`src/sv/wcs_pkg.sv`:
```
`timescale 1ns / 1ps
// ----------------------------------------------------------------------------
// wcs_pkg
// Shared types, constants and helpers of the watch / stopwatch block.
// ----------------------------------------------------------------------------
package wcs_pkg;

  localparam int TICK_COUNT_WIDTH = 16;
  localparam int HOLD_WIDTH       = TICK_COUNT_WIDTH + 1;
  localparam int TPS_WIDTH        = 16;
  localparam int CMP_WIDTH        = 32;

  // APB register map
  localparam int APB_ADDR_WIDTH = 3;
  localparam int APB_DATA_WIDTH = 32;
  localparam logic REG_TICKS_PER_SECOND = 1'b0;

  localparam logic [TPS_WIDTH-1:0] TPS_RESET    = TPS_WIDTH'(1000);
  localparam logic [TPS_WIDTH-1:0] TPS5_RESET   = TPS_WIDTH'(1000 / 5);
  localparam logic [TPS_WIDTH-1:0] TPS100_RESET = TPS_WIDTH'(1000 / 100);

  // reciprocal multipliers, exact over the whole 16-bit range
  localparam int          RECIP_W      = 2 * TPS_WIDTH + 1;
  localparam logic [16:0] DIV5_MUL     = 17'd52429;
  localparam int          DIV5_SHIFT   = 18;
  localparam logic [16:0] DIV100_MUL   = 17'd83887;
  localparam int          DIV100_SHIFT = 23;

  localparam logic [4:0] HOUR_MAX   = 5'd23;
  localparam logic [5:0] MINSEC_MAX = 6'd59;
  localparam logic [6:0] CENTI_MAX  = 7'd99;

  typedef enum logic [2:0] {
    MODE_RUN       = 3'd0,
    MODE_SET_HOUR  = 3'd1,
    MODE_SET_MIN   = 3'd2,
    MODE_SET_SEC   = 3'd3,
    MODE_STOPWATCH = 3'd4
  } mode_e;

  typedef struct packed {
    logic [TPS_WIDTH-1:0] tps;
    logic [TPS_WIDTH-1:0] tps_div5;
    logic [TPS_WIDTH-1:0] tps_div100;
  } tps_cfg_t;

  typedef struct packed {
    logic [2:0] mode;
    logic [4:0] hours;
    logic [5:0] minutes;
    logic [5:0] seconds;
    logic [5:0] sw_minutes;
    logic [5:0] sw_seconds;
    logic [6:0] sw_centis;
    logic       field_blanked;
    logic       sw_running;
  } result_t;

  function automatic logic [TPS_WIDTH-1:0] div5(input logic [TPS_WIDTH-1:0] x);
    logic [RECIP_W-1:0] p;
    p = RECIP_W'(x) * RECIP_W'(DIV5_MUL);
    return TPS_WIDTH'(p >> DIV5_SHIFT);
  endfunction

  function automatic logic [TPS_WIDTH-1:0] div100(input logic [TPS_WIDTH-1:0] x);
    logic [RECIP_W-1:0] p;
    p = RECIP_W'(x) * RECIP_W'(DIV100_MUL);
    return TPS_WIDTH'(p >> DIV100_SHIFT);
  endfunction

endpackage

```
`src/sv/watch_clock_set_stopwatch_top.sv`:
```
`timescale 1ns / 1ps
`default_nettype none
// ----------------------------------------------------------------------------
// watch_clock_set_stopwatch_top
// 24-hour watch with time setting and stopwatch, one result word per tick.
//
// Input stream: each word is one timebase tick carrying the two active-low
// button levels. Output stream: one word per tick with mode, time of day,
// stopwatch value and the blink / run flags.
// A tick's result is registered into the output word, or the skid word if stalled.
// One tick per cycle while s_axis_tready is high; the state update is a single
// pass of increment / compare logic behind the input handshake.
// The output register has a one-word skid stage: while the receiver stalls,
// one more tick is still taken, then s_axis_tready drops until the output
// drains. No word is lost or repeated.
// ticks_per_second is written through APB at address 0; the derived rates
// 1/5 and 1/100 of it are registered at the write, 1/2 is a plain shift.
// Reset: all counters and flags zero, run mode, ticks_per_second = 1000,
// output stream empty.
// ----------------------------------------------------------------------------
module watch_clock_set_stopwatch_top (
  input  wire logic                               clk_i,
  input  wire logic                               rst_ni,
  // APB
  input  wire logic                               psel,
  input  wire logic                               penable,
  input  wire logic                               pwrite,
  input  wire logic [wcs_pkg::APB_ADDR_WIDTH-1:0] paddr,
  input  wire logic [wcs_pkg::APB_DATA_WIDTH-1:0] pwdata,
  output logic      [wcs_pkg::APB_DATA_WIDTH-1:0] prdata,
  output logic                                    pready,
  // input stream
  input  wire logic                               s_axis_tvalid,
  output logic                                    s_axis_tready,
  input  wire logic [7:0]                         s_axis_tdata,  // mode_button_n, set_button_n
  // output stream
  output logic                                    m_axis_tvalid,
  input  wire logic                               m_axis_tready,
  // mode, hours, minutes, seconds, sw_minutes, sw_seconds, sw_centis,
  // field_blanked, sw_running
  output logic      [47:0]                        m_axis_tdata
);

  localparam int TPW = wcs_pkg::TPS_WIDTH;

  wcs_pkg::tps_cfg_t cfg_q;
  wcs_pkg::result_t  result;
  wcs_pkg::result_t  out_q, out_d, skid_q, skid_d;
  logic              out_valid_q, out_valid_d, skid_valid_q, skid_valid_d;
  logic              cfg_write, in_accept, out_take;
  logic [TPW-1:0]    wr_tps;

  // configuration
  assign pready    = 1'b1;
  assign cfg_write = psel && penable && pwrite && pready &&
                     (paddr[2] == wcs_pkg::REG_TICKS_PER_SECOND);
  assign wr_tps    = pwdata[TPW-1:0];

  always_ff @(posedge clk_i or negedge rst_ni) begin
    if (!rst_ni) begin
      cfg_q.tps        <= wcs_pkg::TPS_RESET;
      cfg_q.tps_div5   <= wcs_pkg::TPS5_RESET;
      cfg_q.tps_div100 <= wcs_pkg::TPS100_RESET;
    end else if (cfg_write) begin
      cfg_q.tps        <= wr_tps;
      cfg_q.tps_div5   <= wcs_pkg::div5(wr_tps);
      cfg_q.tps_div100 <= wcs_pkg::div100(wr_tps);
    end
  end

  always_comb begin
    if (paddr[2] == wcs_pkg::REG_TICKS_PER_SECOND) begin
      prdata = {{(wcs_pkg::APB_DATA_WIDTH - TPW){1'b0}}, cfg_q.tps};
    end else begin
      prdata = '0;
    end
  end

  // streams
  assign s_axis_tready = !skid_valid_q;
  assign in_accept     = s_axis_tvalid && s_axis_tready;
  assign out_take      = m_axis_tvalid && m_axis_tready;

  wcs_core u_core (
    .clk_i           (clk_i),
    .rst_ni          (rst_ni),
    .step_i          (in_accept),
    .mode_button_n_i (s_axis_tdata[0]),
    .set_button_n_i  (s_axis_tdata[1]),
    .cfg_i           (cfg_q),
    .result_o        (result)
  );

  always_comb begin
    out_d        = out_q;
    skid_d       = skid_q;
    out_valid_d  = out_valid_q;
    skid_valid_d = skid_valid_q;
    if (out_take) begin
      if (skid_valid_q) begin
        out_d        = skid_q;
        skid_valid_d = 1'b0;
      end else begin
        out_valid_d = 1'b0;
      end
    end
    if (in_accept) begin
      if (!out_valid_q || out_take) begin
        out_d       = result;
        out_valid_d = 1'b1;
      end else begin
        skid_d       = result;
        skid_valid_d = 1'b1;
      end
    end
  end

  always_ff @(posedge clk_i or negedge rst_ni) begin
    if (!rst_ni) begin
      out_valid_q  <= 1'b0;
      skid_valid_q <= 1'b0;
    end else begin
      out_valid_q  <= out_valid_d;
      skid_valid_q <= skid_valid_d;
    end
  end

  always_ff @(posedge clk_i) begin
    out_q  <= out_d;
    skid_q <= skid_d;
  end

  assign m_axis_tvalid = out_valid_q;
  assign m_axis_tdata  = {7'b0, out_q.sw_running, out_q.field_blanked, out_q.sw_centis,
                          out_q.sw_seconds, out_q.sw_minutes, out_q.seconds,
                          out_q.minutes, out_q.hours, out_q.mode};

endmodule
`default_nettype wire

```
`src/sv/wcs_core.sv`:
```
`timescale 1ns / 1ps
`default_nettype none
// ----------------------------------------------------------------------------
// wcs_core
// Time-of-day, edit and stopwatch state; one update per accepted tick word.
// ----------------------------------------------------------------------------
module wcs_core (
  input  wire logic              clk_i,
  input  wire logic              rst_ni,
  input  wire logic              step_i,
  input  wire logic              mode_button_n_i,
  input  wire logic              set_button_n_i,
  input  wire wcs_pkg::tps_cfg_t cfg_i,
  output wcs_pkg::result_t       result_o
);

  localparam int TW = wcs_pkg::TICK_COUNT_WIDTH;
  localparam int HW = wcs_pkg::HOLD_WIDTH;
  localparam int CW = wcs_pkg::CMP_WIDTH;

  wcs_pkg::mode_e mode_q, mode_d;
  logic [4:0]    hour_q, hour_d;
  logic [5:0]    min_q, min_d, sec_q, sec_d;
  logic [TW-1:0] spre_q, spre_d;
  logic          mlat_q, mlat_d, slat_q, slat_d;
  logic [HW-1:0] hold_q, hold_d;
  logic [TW-1:0] rep_q, rep_d, blink_q, blink_d;
  logic          blank_q, blank_d;
  logic [TW-1:0] swpre_q, swpre_d;
  logic [6:0]    swc_q, swc_d;
  logic [5:0]    sws_q, sws_d, swm_q, swm_d;
  logic          swrun_q, swrun_d;

  logic mode_pressed, set_pressed;
  logic bump_first, bump_repeat;
  logic edit_mode;

  assign mode_pressed = !mode_button_n_i;
  assign set_pressed  = !set_button_n_i;

  always_comb begin
    mode_d  = mode_q;
    hour_d  = hour_q;
    min_d   = min_q;
    sec_d   = sec_q;
    spre_d  = spre_q;
    mlat_d  = mlat_q;
    slat_d  = slat_q;
    hold_d  = hold_q;
    rep_d   = rep_q;
    blink_d = blink_q;
    blank_d = blank_q;
    swpre_d = swpre_q;
    swc_d   = swc_q;
    sws_d   = sws_q;
    swm_d   = swm_q;
    swrun_d = swrun_q;
    bump_first  = 1'b0;
    bump_repeat = 1'b0;

    // mode button edge
    if (!mlat_q && mode_pressed) begin
      mlat_d  = 1'b1;
      blank_d = 1'b0;
      case (mode_q)
        wcs_pkg::MODE_RUN:      mode_d = wcs_pkg::MODE_SET_HOUR;
        wcs_pkg::MODE_SET_HOUR: mode_d = wcs_pkg::MODE_SET_MIN;
        wcs_pkg::MODE_SET_MIN:  mode_d = wcs_pkg::MODE_SET_SEC;
        wcs_pkg::MODE_SET_SEC:  mode_d = wcs_pkg::MODE_STOPWATCH;
        default:                mode_d = wcs_pkg::MODE_RUN;
      endcase
    end else if (!mode_pressed) begin
      mlat_d = 1'b0;
    end

    edit_mode = mode_d inside {wcs_pkg::MODE_SET_HOUR, wcs_pkg::MODE_SET_MIN,
                               wcs_pkg::MODE_SET_SEC};

    // second prescaler and clock advance
    spre_d = spre_q + TW'(1);
    if (CW'(spre_d) == CW'(cfg_i.tps)) begin
      spre_d = '0;
      sec_d  = sec_d + 6'd1;
      if (mode_d == wcs_pkg::MODE_SET_SEC) blank_d = 1'b0;
      if (sec_d > wcs_pkg::MINSEC_MAX) begin
        sec_d = '0;
        min_d = min_d + 6'd1;
        if (mode_d == wcs_pkg::MODE_SET_MIN) blank_d = 1'b0;
      end
      if (min_d > wcs_pkg::MINSEC_MAX) begin
        min_d  = '0;
        hour_d = hour_d + 5'd1;
        if (mode_d == wcs_pkg::MODE_SET_HOUR) blank_d = 1'b0;
      end
      if (hour_d > wcs_pkg::HOUR_MAX && min_d == '0 && sec_d == '0) hour_d = '0;
    end

    if (edit_mode) begin
      // blink
      blink_d = blink_q + TW'(1);
      if (CW'(blink_d) == CW'(cfg_i.tps >> 1)) blank_d = 1'b1;
      if (CW'(blink_d) == CW'(cfg_i.tps)) begin
        blink_d = '0;
        blank_d = 1'b0;
      end
      // edit
      if (set_pressed) begin
        if (hold_q != '1) hold_d = hold_q + HW'(1);
        if (!slat_q) begin
          slat_d     = 1'b1;
          bump_first = 1'b1;
        end
        if (CW'(hold_d) > CW'(cfg_i.tps)) begin
          rep_d = rep_q + TW'(1);
          if (CW'(rep_d) == CW'(cfg_i.tps_div5)) begin
            rep_d       = '0;
            bump_repeat = 1'b1;
          end
        end
      end else begin
        slat_d = 1'b0;
        hold_d = '0;
        rep_d  = '0;
      end
      if (bump_first || bump_repeat) blank_d = 1'b0;
      case (mode_d)
        wcs_pkg::MODE_SET_HOUR: begin
          if (bump_first)  hour_d = (hour_d >= wcs_pkg::HOUR_MAX) ? '0 : hour_d + 5'd1;
          if (bump_repeat) hour_d = (hour_d >= wcs_pkg::HOUR_MAX) ? '0 : hour_d + 5'd1;
        end
        wcs_pkg::MODE_SET_MIN: begin
          if (bump_first)  min_d = (min_d >= wcs_pkg::MINSEC_MAX) ? '0 : min_d + 6'd1;
          if (bump_repeat) min_d = (min_d >= wcs_pkg::MINSEC_MAX) ? '0 : min_d + 6'd1;
        end
        default: begin
          if (bump_first)  sec_d = (sec_d >= wcs_pkg::MINSEC_MAX) ? '0 : sec_d + 6'd1;
          if (bump_repeat) sec_d = (sec_d >= wcs_pkg::MINSEC_MAX) ? '0 : sec_d + 6'd1;
        end
      endcase
    end else if (mode_d == wcs_pkg::MODE_STOPWATCH) begin
      if (set_pressed && !slat_q) begin
        slat_d  = 1'b1;
        swrun_d = !swrun_q;
      end
      if (!set_pressed) slat_d = 1'b0;
      if (swrun_d) begin
        swpre_d = swpre_q + TW'(1);
        if (CW'(swpre_d) == CW'(cfg_i.tps_div100)) begin
          swpre_d = '0;
          swc_d   = swc_q + 7'd1;
          if (swc_d > wcs_pkg::CENTI_MAX) begin
            swc_d = '0;
            sws_d = sws_q + 6'd1;
          end
          if (sws_d > wcs_pkg::MINSEC_MAX) begin
            sws_d = '0;
            swm_d = swm_q + 6'd1;
          end
          if (swm_d > wcs_pkg::MINSEC_MAX && sws_d == '0 && swc_d == '0) swm_d = '0;
        end
      end else begin
        swpre_d = '0;
      end
    end else begin
      swc_d   = '0;
      sws_d   = '0;
      swm_d   = '0;
      swrun_d = 1'b0;
      swpre_d = '0;
    end
  end

  always_ff @(posedge clk_i or negedge rst_ni) begin
    if (!rst_ni) begin
      mode_q  <= wcs_pkg::MODE_RUN;
      hour_q  <= '0;
      min_q   <= '0;
      sec_q   <= '0;
      spre_q  <= '0;
      mlat_q  <= 1'b0;
      slat_q  <= 1'b0;
      hold_q  <= '0;
      rep_q   <= '0;
      blink_q <= '0;
      blank_q <= 1'b0;
      swpre_q <= '0;
      swc_q   <= '0;
      sws_q   <= '0;
      swm_q   <= '0;
      swrun_q <= 1'b0;
    end else if (step_i) begin
      mode_q  <= mode_d;
      hour_q  <= hour_d;
      min_q   <= min_d;
      sec_q   <= sec_d;
      spre_q  <= spre_d;
      mlat_q  <= mlat_d;
      slat_q  <= slat_d;
      hold_q  <= hold_d;
      rep_q   <= rep_d;
      blink_q <= blink_d;
      blank_q <= blank_d;
      swpre_q <= swpre_d;
      swc_q   <= swc_d;
      sws_q   <= sws_d;
      swm_q   <= swm_d;
      swrun_q <= swrun_d;
    end
  end

  always_comb begin
    result_o.mode          = mode_d;
    result_o.hours         = hour_d;
    result_o.minutes       = min_d;
    result_o.seconds       = sec_d;
    result_o.sw_minutes    = swm_d;
    result_o.sw_seconds    = sws_d;
    result_o.sw_centis     = swc_d;
    result_o.field_blanked = edit_mode && blank_d;
    result_o.sw_running    = swrun_d;
  end

endmodule
`default_nettype wire

```
`config.mk`:
```
export PLATFORM = sky130hd
export DESIGN_NAME = watch_clock_set_stopwatch_top
export DESIGN_NICKNAME = d
export VERILOG_FILES = /design/src/sv/wcs_pkg.sv /design/src/sv/watch_clock_set_stopwatch_top.sv /design/src/sv/wcs_core.sv
export SDC_FILE = /design/constraint.sdc
export NUM_CORES = 1
export LEC_CHECK = 0
export BUFFER_PORTS_ARGS = -buffer_cell sky130_fd_sc_hd__buf_2
export CAP_MARGIN = 20
export CORE_UTILIZATION = 35
export DETAILED_ROUTE_END_ITERATION = 12
export MAX_ROUTING_LAYER = met4
export PLACE_DENSITY = 0.58
export SLEW_MARGIN = 20
export SYNTH_ARGS = -nofsm -noshare
export SYNTH_HDL_FRONTEND = slang
export SYNTH_SLANG_ARGS = --single-unit
export TNS_END_PERCENT = 100
```
`constraint.sdc`:
```
create_clock -name clk_i -period 4.85 [get_ports clk_i]
set_input_delay 0.7275 -clock clk_i [delete_from_list [all_inputs] [get_ports clk_i]]
set_output_delay 0.7275 -clock clk_i [all_outputs]
set_load 0.01 [all_outputs]
```
== After elaboration in Yosys (flattened, before gate mapping) ==
Cells that the tools add are included.

* Flip-flop bits (word level): 248
* Bits of input ports: 50
* Output and inout port bits: 83
* Word-level logic and storage cells: 250

* Add/sub/neg operators: 17
* Multiply operators: 2
* $lt $le $gt $ge: 13
* Equal/unequal tests: 13
* Mux-type cells: 125
* Bitwise logic cells: 3
* Reductions and logical operators: 38

{| class="wikitable"
|+ Operators by type and width
! cell !! number
|-
| 6-bit 2-to-1 mux || 48
|-
| 41-bit 2-to-1 mux || 4
|-
| 16-bit 2-to-1 mux || 9
|-
| 17-bit 2-to-1 mux || 4
|-
| 16-bit by 1-bit adder with 16-bit output, second input constant || 4
|-
| 7-bit 2-to-1 mux || 9
|-
| 5-bit 2-to-1 mux || 12
|-
| 6-bit by 1-bit adder with 6-bit output, second input constant || 8
|-
| 1-bit 2-to-1 mux || 37
|-
| 16-bit by 17-bit multiplier with 33-bit output, second input constant || 1
|-
| 16-bit == test || 2
|-
| 16-bit by 16-bit multiplier with 32-bit output, second input constant || 1
|-
| 6-bit >= comparator, second input constant || 4
|-
| 6-bit > comparator, second input constant || 4
|-
| 6-bit zero test || 3
|-
| 17-bit by 1-bit adder with 17-bit output, second input constant || 1
|-
| 17-bit by 16-bit > comparator with 1-bit output || 1
|-
| 17-bit != test, second input constant || 1
|-
| 16-bit by 10-bit == test with 1-bit output || 1
|-
| 16-bit by 14-bit == test with 1-bit output || 1
|-
| 16-bit by 15-bit == test with 1-bit output || 1
|-
| 5-bit by 1-bit adder with 5-bit output, second input constant || 3
|-
| 3-bit by 2-bit == test with 1-bit output, second input constant || 4
|-
| 1-bit logical AND || 12
|-
| 18 further kinds || 36
|}

== Depth between registers and ports, before layout ==
* Word-level depth: 25
* Depth in mapped cells: 24
* Depth with buffers taken out: 24

== By module ==
Synthesis repeated with hierarchy kept, for this count alone.

* Cell total of the unflattened synthesis: 2851
* Area, all modules: 25420.6 sq um

{| class="wikitable"
|+ Modules (own cells, without submodules)
! module !! instances !! cells each !! area an instance (sq um) !! seq. area each (sq um)
|-
| watch_clock_set_stopwatch_top || 1 || 1318 || 13738.2 || 3116.7
|-
| wcs_core || 1 || 1533 || 11682.5 || 3103.0
|}

== Worst setup path after synthesis ==
No wires, ideal clock.

* Path kind: input port to flip-flop
* From: input port pwdata[1] in the netlist's numbering
* To: register cfg_q[29] in the netlist's numbering
* Setup time: 133 ps
* Arrival: 6239 ps
* Data required time: 4717 ps
* Path slack: -1522 ps
* Stages on the path: 20
* Buffers on the path: 0
* Cells stage by stage: ha_1 inv_1 fa_1 fa_1 inv_1 fa_1 fa_1 fa_1 ha_1 and4_1 o21ai_0 nor2_1 nor2_1 o311ai_0 a31o_2 a2111oi_0 nor3_1 a2111oi_0 xnor2_1 o21ai_0

* Cells in the longest elaborated chain, start to end: 1

{| class="wikitable"
|+ Ends and longest elaborated chain
! item !! RTL line !! text
|-
| from (decl) || watch_clock_set_stopwatch_top.sv:29 || <nowiki>input wire logic [wcs_pkg::APB_DATA_WIDTH-1:0] pwdata,</nowiki>
|-
| 16-bit by 16-bit multiplier with 32-bit output || wcs_pkg.sv:61 || <nowiki>p = RECIP_W'(x) * RECIP_W'(DIV5_MUL);</nowiki>
|-
| to (decl) || watch_clock_set_stopwatch_top.sv:46 || <nowiki>wcs_pkg::tps_cfg_t cfg_q;</nowiki>
|}

No other way between the ends.
A chain may end at the register's enable or synchronous reset.

== Worst setup path in the final report ==
* From: input port pwdata[5] in the netlist's numbering
* To: register cfg_q[9] in the netlist's numbering

* Cells in the longest elaborated chain, start to end: 1

{| class="wikitable"
|+ Ends and longest elaborated chain
! item !! RTL line !! text
|-
| 16-bit by 17-bit multiplier with 33-bit output || wcs_pkg.sv:67 || <nowiki>p = RECIP_W'(x) * RECIP_W'(DIV100_MUL);</nowiki>
|}

No other way between the ends.

==> impl_metrics.env <==
export IMPL_synthFlopType="dfrtp_1"
export IMPL_drt_pass1_iterations=5
export IMPL_arrival_ns=5.97
export IMPL_die_y_um=269.8
export IMPL_hold_viol=0
export IMPL_hold_buffers=0
export IMPL_syn_area_um2=25090
export IMPL_ys_seq_area_share_pct=24.79
export IMPL_fin_crit_ns=5.510
export IMPL_drc=0
export IMPL_routed_wl_met3_mm=1.945
export IMPL_startpoint_type="primary input"
export IMPL_worstPathRequired_ns=5.30
export IMPL_gp_congestion=0.9200
export IMPL_start_util_pct=35.58
export IMPL_status="finished with violations"
export IMPL_htree_levels=1
export IMPL_drt_initial_drc_count=1221
export IMPL_first_global_vias=20296
export IMPL_setup_ws_ns=-0.6605
export IMPL_synth_edf_count=41
export IMPL_cp_startpoint="pwdata[5]"
export IMPL_num_vias=20687
export IMPL_cts_tree="done"
export IMPL_synth_async_reset_ratio_pct=66.94
export IMPL_yosysWarnings=0
export IMPL_fin_tns_setup_ns=-12.02
export IMPL_antenna_found_initial=1
export IMPL_clock_skew_ns=0.01793
export IMPL_drive_above_1_share_pct=23.37
export IMPL_num_nets_final=3641
export IMPL_slowest_stage="fa_1"
export IMPL_gr_usage_all_layers_pct=19.09
export IMPL_r2r_start="u_core.spre_q[0]"
export IMPL_ios=133
export IMPL_grt_start_max_net_pins=88
export IMPL_die_area_um2=72770
export IMPL_gr_total_overflow=0
export IMPL_hp_class="in -> async"
export IMPL_hpwl_mm=53.54
export IMPL_p_total_mw=16.97
export IMPL_rsz0062_at_grt="true"
export IMPL_avgSynthCellArea_um2=9.118
export IMPL_insertedDiodeCount=0
export IMPL_cts_sinks=248
export IMPL_timing_fmax_mhz=181.5
export IMPL_finalSetupViolations=23
export IMPL_critical_path_max_stage_delay_ns=0.55
export IMPL_wire_per_inst_um=16.61
export IMPL_worstMarginPinSlew_ns=1.043
export IMPL_port_buffers=84
export IMPL_violations="negative setup slack"
export IMPL_synth_cell_type_count=105
export IMPL_die_x_um=269.8
export IMPL_layout_worst_path_cycle_share_pct=113.6
export IMPL_slew_limit_headroom_pct=30.33
export IMPL_core_area_um2=70510
export IMPL_row_count=97
export IMPL_critPathMaxFanout=3
export IMPL_syn_inst=2752
export IMPL_cts_buffers=31
export IMPL_path_class="in -> reg"
export IMPL_seqCellArea_um2=6221
export IMPL_cap_violations=0
export IMPL_ys_seq_elements=248
export IMPL_ir_worst_vdd_uv=431.3
export IMPL_slew_viol_final=0
export IMPL_clk_pin_slew_ns=0.06
export IMPL_cts_root_buf="clkbuf_16"
export IMPL_pre_cts_ws_ns=-1.505
export IMPL_wl_met1_mm=32.66
export IMPL_clk_latency_ns=0.59
export IMPL_wl_mm=67.93
export IMPL_cts_buffer_depth=3
export IMPL_fill_cells=6855
export IMPL_end_kind="register"
export IMPL_fin_util_pct=44.04
export IMPL_cp_common_cell="fa_1"
export IMPL_syn_to_final_growth_pct=23.78
export IMPL_ant_nets=0
export IMPL_wl_met2_mm=32.31
export IMPL_leakagePower_nw=14.61
export IMPL_multiInputGateArea_um2=17920
export IMPL_top_layer_used="met4"
export IMPL_grt_pass1_wl_mm=109.8
export IMPL_viasPerCell=5.058
export IMPL_cellPowerDensity_nw_per_um2=546.4
-- kinds of logic (layout without fill, tap and decap cells) --
kind of cell	after synthesis	count (layout)	share of synthesized area, %
AND/OR/NAND/NOR	756	756	14.96
AO/OA/AOI/OAI	595	595	15.63
adder cells (fa/ha/maj)	467	467	28.60
buffers and inverters	453	829	7.325
flip-flops	248	248	24.79
XOR/XNOR	158	158	5.545
multiplexers	73	73	3.117
other	2	24	0.02993
-- power by group --
group | leakage [nW] | total [mW] | internal [mW] | switching [mW]
registers | 2.87 | 3.12 | 2.67 | 0.448
clock network | 0.538 | 2.53 | 1.54 | 0.988
logic | 11.2 | 11.3 | 5.47 | 5.85
total | 14.6 | 17.0 | 9.68 | 7.29
-- sequential cells by signal, summed over array words and instances, names as in the netlist, 7 cells and up --
| name | flops |
|---|---|
| skid_q | 41 |
| u_core.blink_q | 16 |
| u_core.swpre_q | 16 |
| u_core.hold_q | 17 |
| m_axis_tdata | 41 |
| u_core.rep_q | 16 |
| cfg_q | 40 |
| u_core.spre_q | 16 |
| u_core.swc_q | 7 |
-- worst max-delay path: cells and delay by family --
kind | cells | cell delay, ns
adders and majority gates | 7 | 3.14
AOI/OAI and AO/OA | 7 | 1.19
buffers and inverters | 6 | 0.44
and+or+nand+nor | 4 | 0.36
xor gates and xnor gates | 1 | 0.13
-- cell usage after synthesis (46+ instances only) --
cell / n / area [µm²]
xor2_1: 53 / 464.2
nand3_1: 72 / 360.4
and3_1: 49 / 306.5
dfrtp_1: 155 / 3879
clkbuf_1: 85 / 319.1
nor2_1: 150 / 563.0
o21ai_0: 218 / 1091
fa_1: 178 / 3563
inv_1: 315 / 1182
ha_1: 288 / 3603
a21oi_1: 87 / 435.4
nand2_1: 253 / 949.7
nor3_1: 46 / 230.2
xnor2_1: 104 / 910.9
-- metal layers --
| layer | global-route usage [%] | vias up |
|---|---|---|
| li1 | - | 10297 |
| met1 | 26.16 | 10043 |
| met2 | 31.23 | 290 |
| met3 | 1.345 | 57 |
| met4 | 3.334 | 0 |
| met5 | - | - |
-- cells in the final DEF (no fill, tap or decap), types with 15 or more instances in the layout --
master,n
edfxtp_1,41
buf_6,19
or3_1,20
dfrtp_1,154
nand4_1,35
conb_1,24
nand3_1,71
clkbuf_16,32
a21oi_1,77
fa_1,163
mux2_2,37
ha_1,263
nor4_1,21
o21ai_0,196
buf_2,77
xnor2_1,101
a22o_1,24
dfxtp_1,41
and3_1,48
ha_4,18
nand2b_1,20
a21o_1,37
nor3_1,42
o31ai_1,35
nand2_1,251
a31oi_1,24
o21ai_1,32
xor2_1,52
inv_1,300
mux2i_1,34
nor2_1,144
fa_2,15
buf_4,348
-- final timing paths --
kind | to | slack [ns] | cells past startpoint
setup reg to reg | u_core.min_q[4] | 0.19 | 20
hold / removal | u_core.swc_q[3] | 0.19 | 1
hold reg to reg | cfg_q[23] | 0.47 | 2
setup / recovery | cfg_q[9] | -0.66 | 25
min in group clk_i | u_core.mlat_q | 0.34 | 2
max in group asynchronous | cfg_q[3] | 3.66 | 2
-- layout make-up --
class,count,share of cell area [%]
multi-input cells,2073,57.71
flip-flops and latches,248,20.03
repair buffers,455,11.03
inverters,316,3.839
well taps,940,3.787
clock buffers,37,2.667
clock inverters,21,0.9347
-- through the flow --
| step | hold slack (ns) | instances | cell area (µm²) |
|---|---|---|---|
| after floorplan | 0.4319 | 2774 | 25450 |
| after global placement | 0.4615 | 3986 | 28950 |
| after detailed placement | 0.4679 | 3986 | 28950 |
| after CTS | 0.2204 | 4060 | 30470 |
| after global routing | 0.2697 | 4090 | 31060 |
| final | 0.1946 | 4090 | 31060 |
-- timing repair --
item,in CTS,in global routing
cloned,0,1
pin swaps,64,65
setup buffers,16,30
setup endpoints to repair,74,73
gates resized for setup,62,87
No activity file was read; power rests on OpenSTA's default activity.
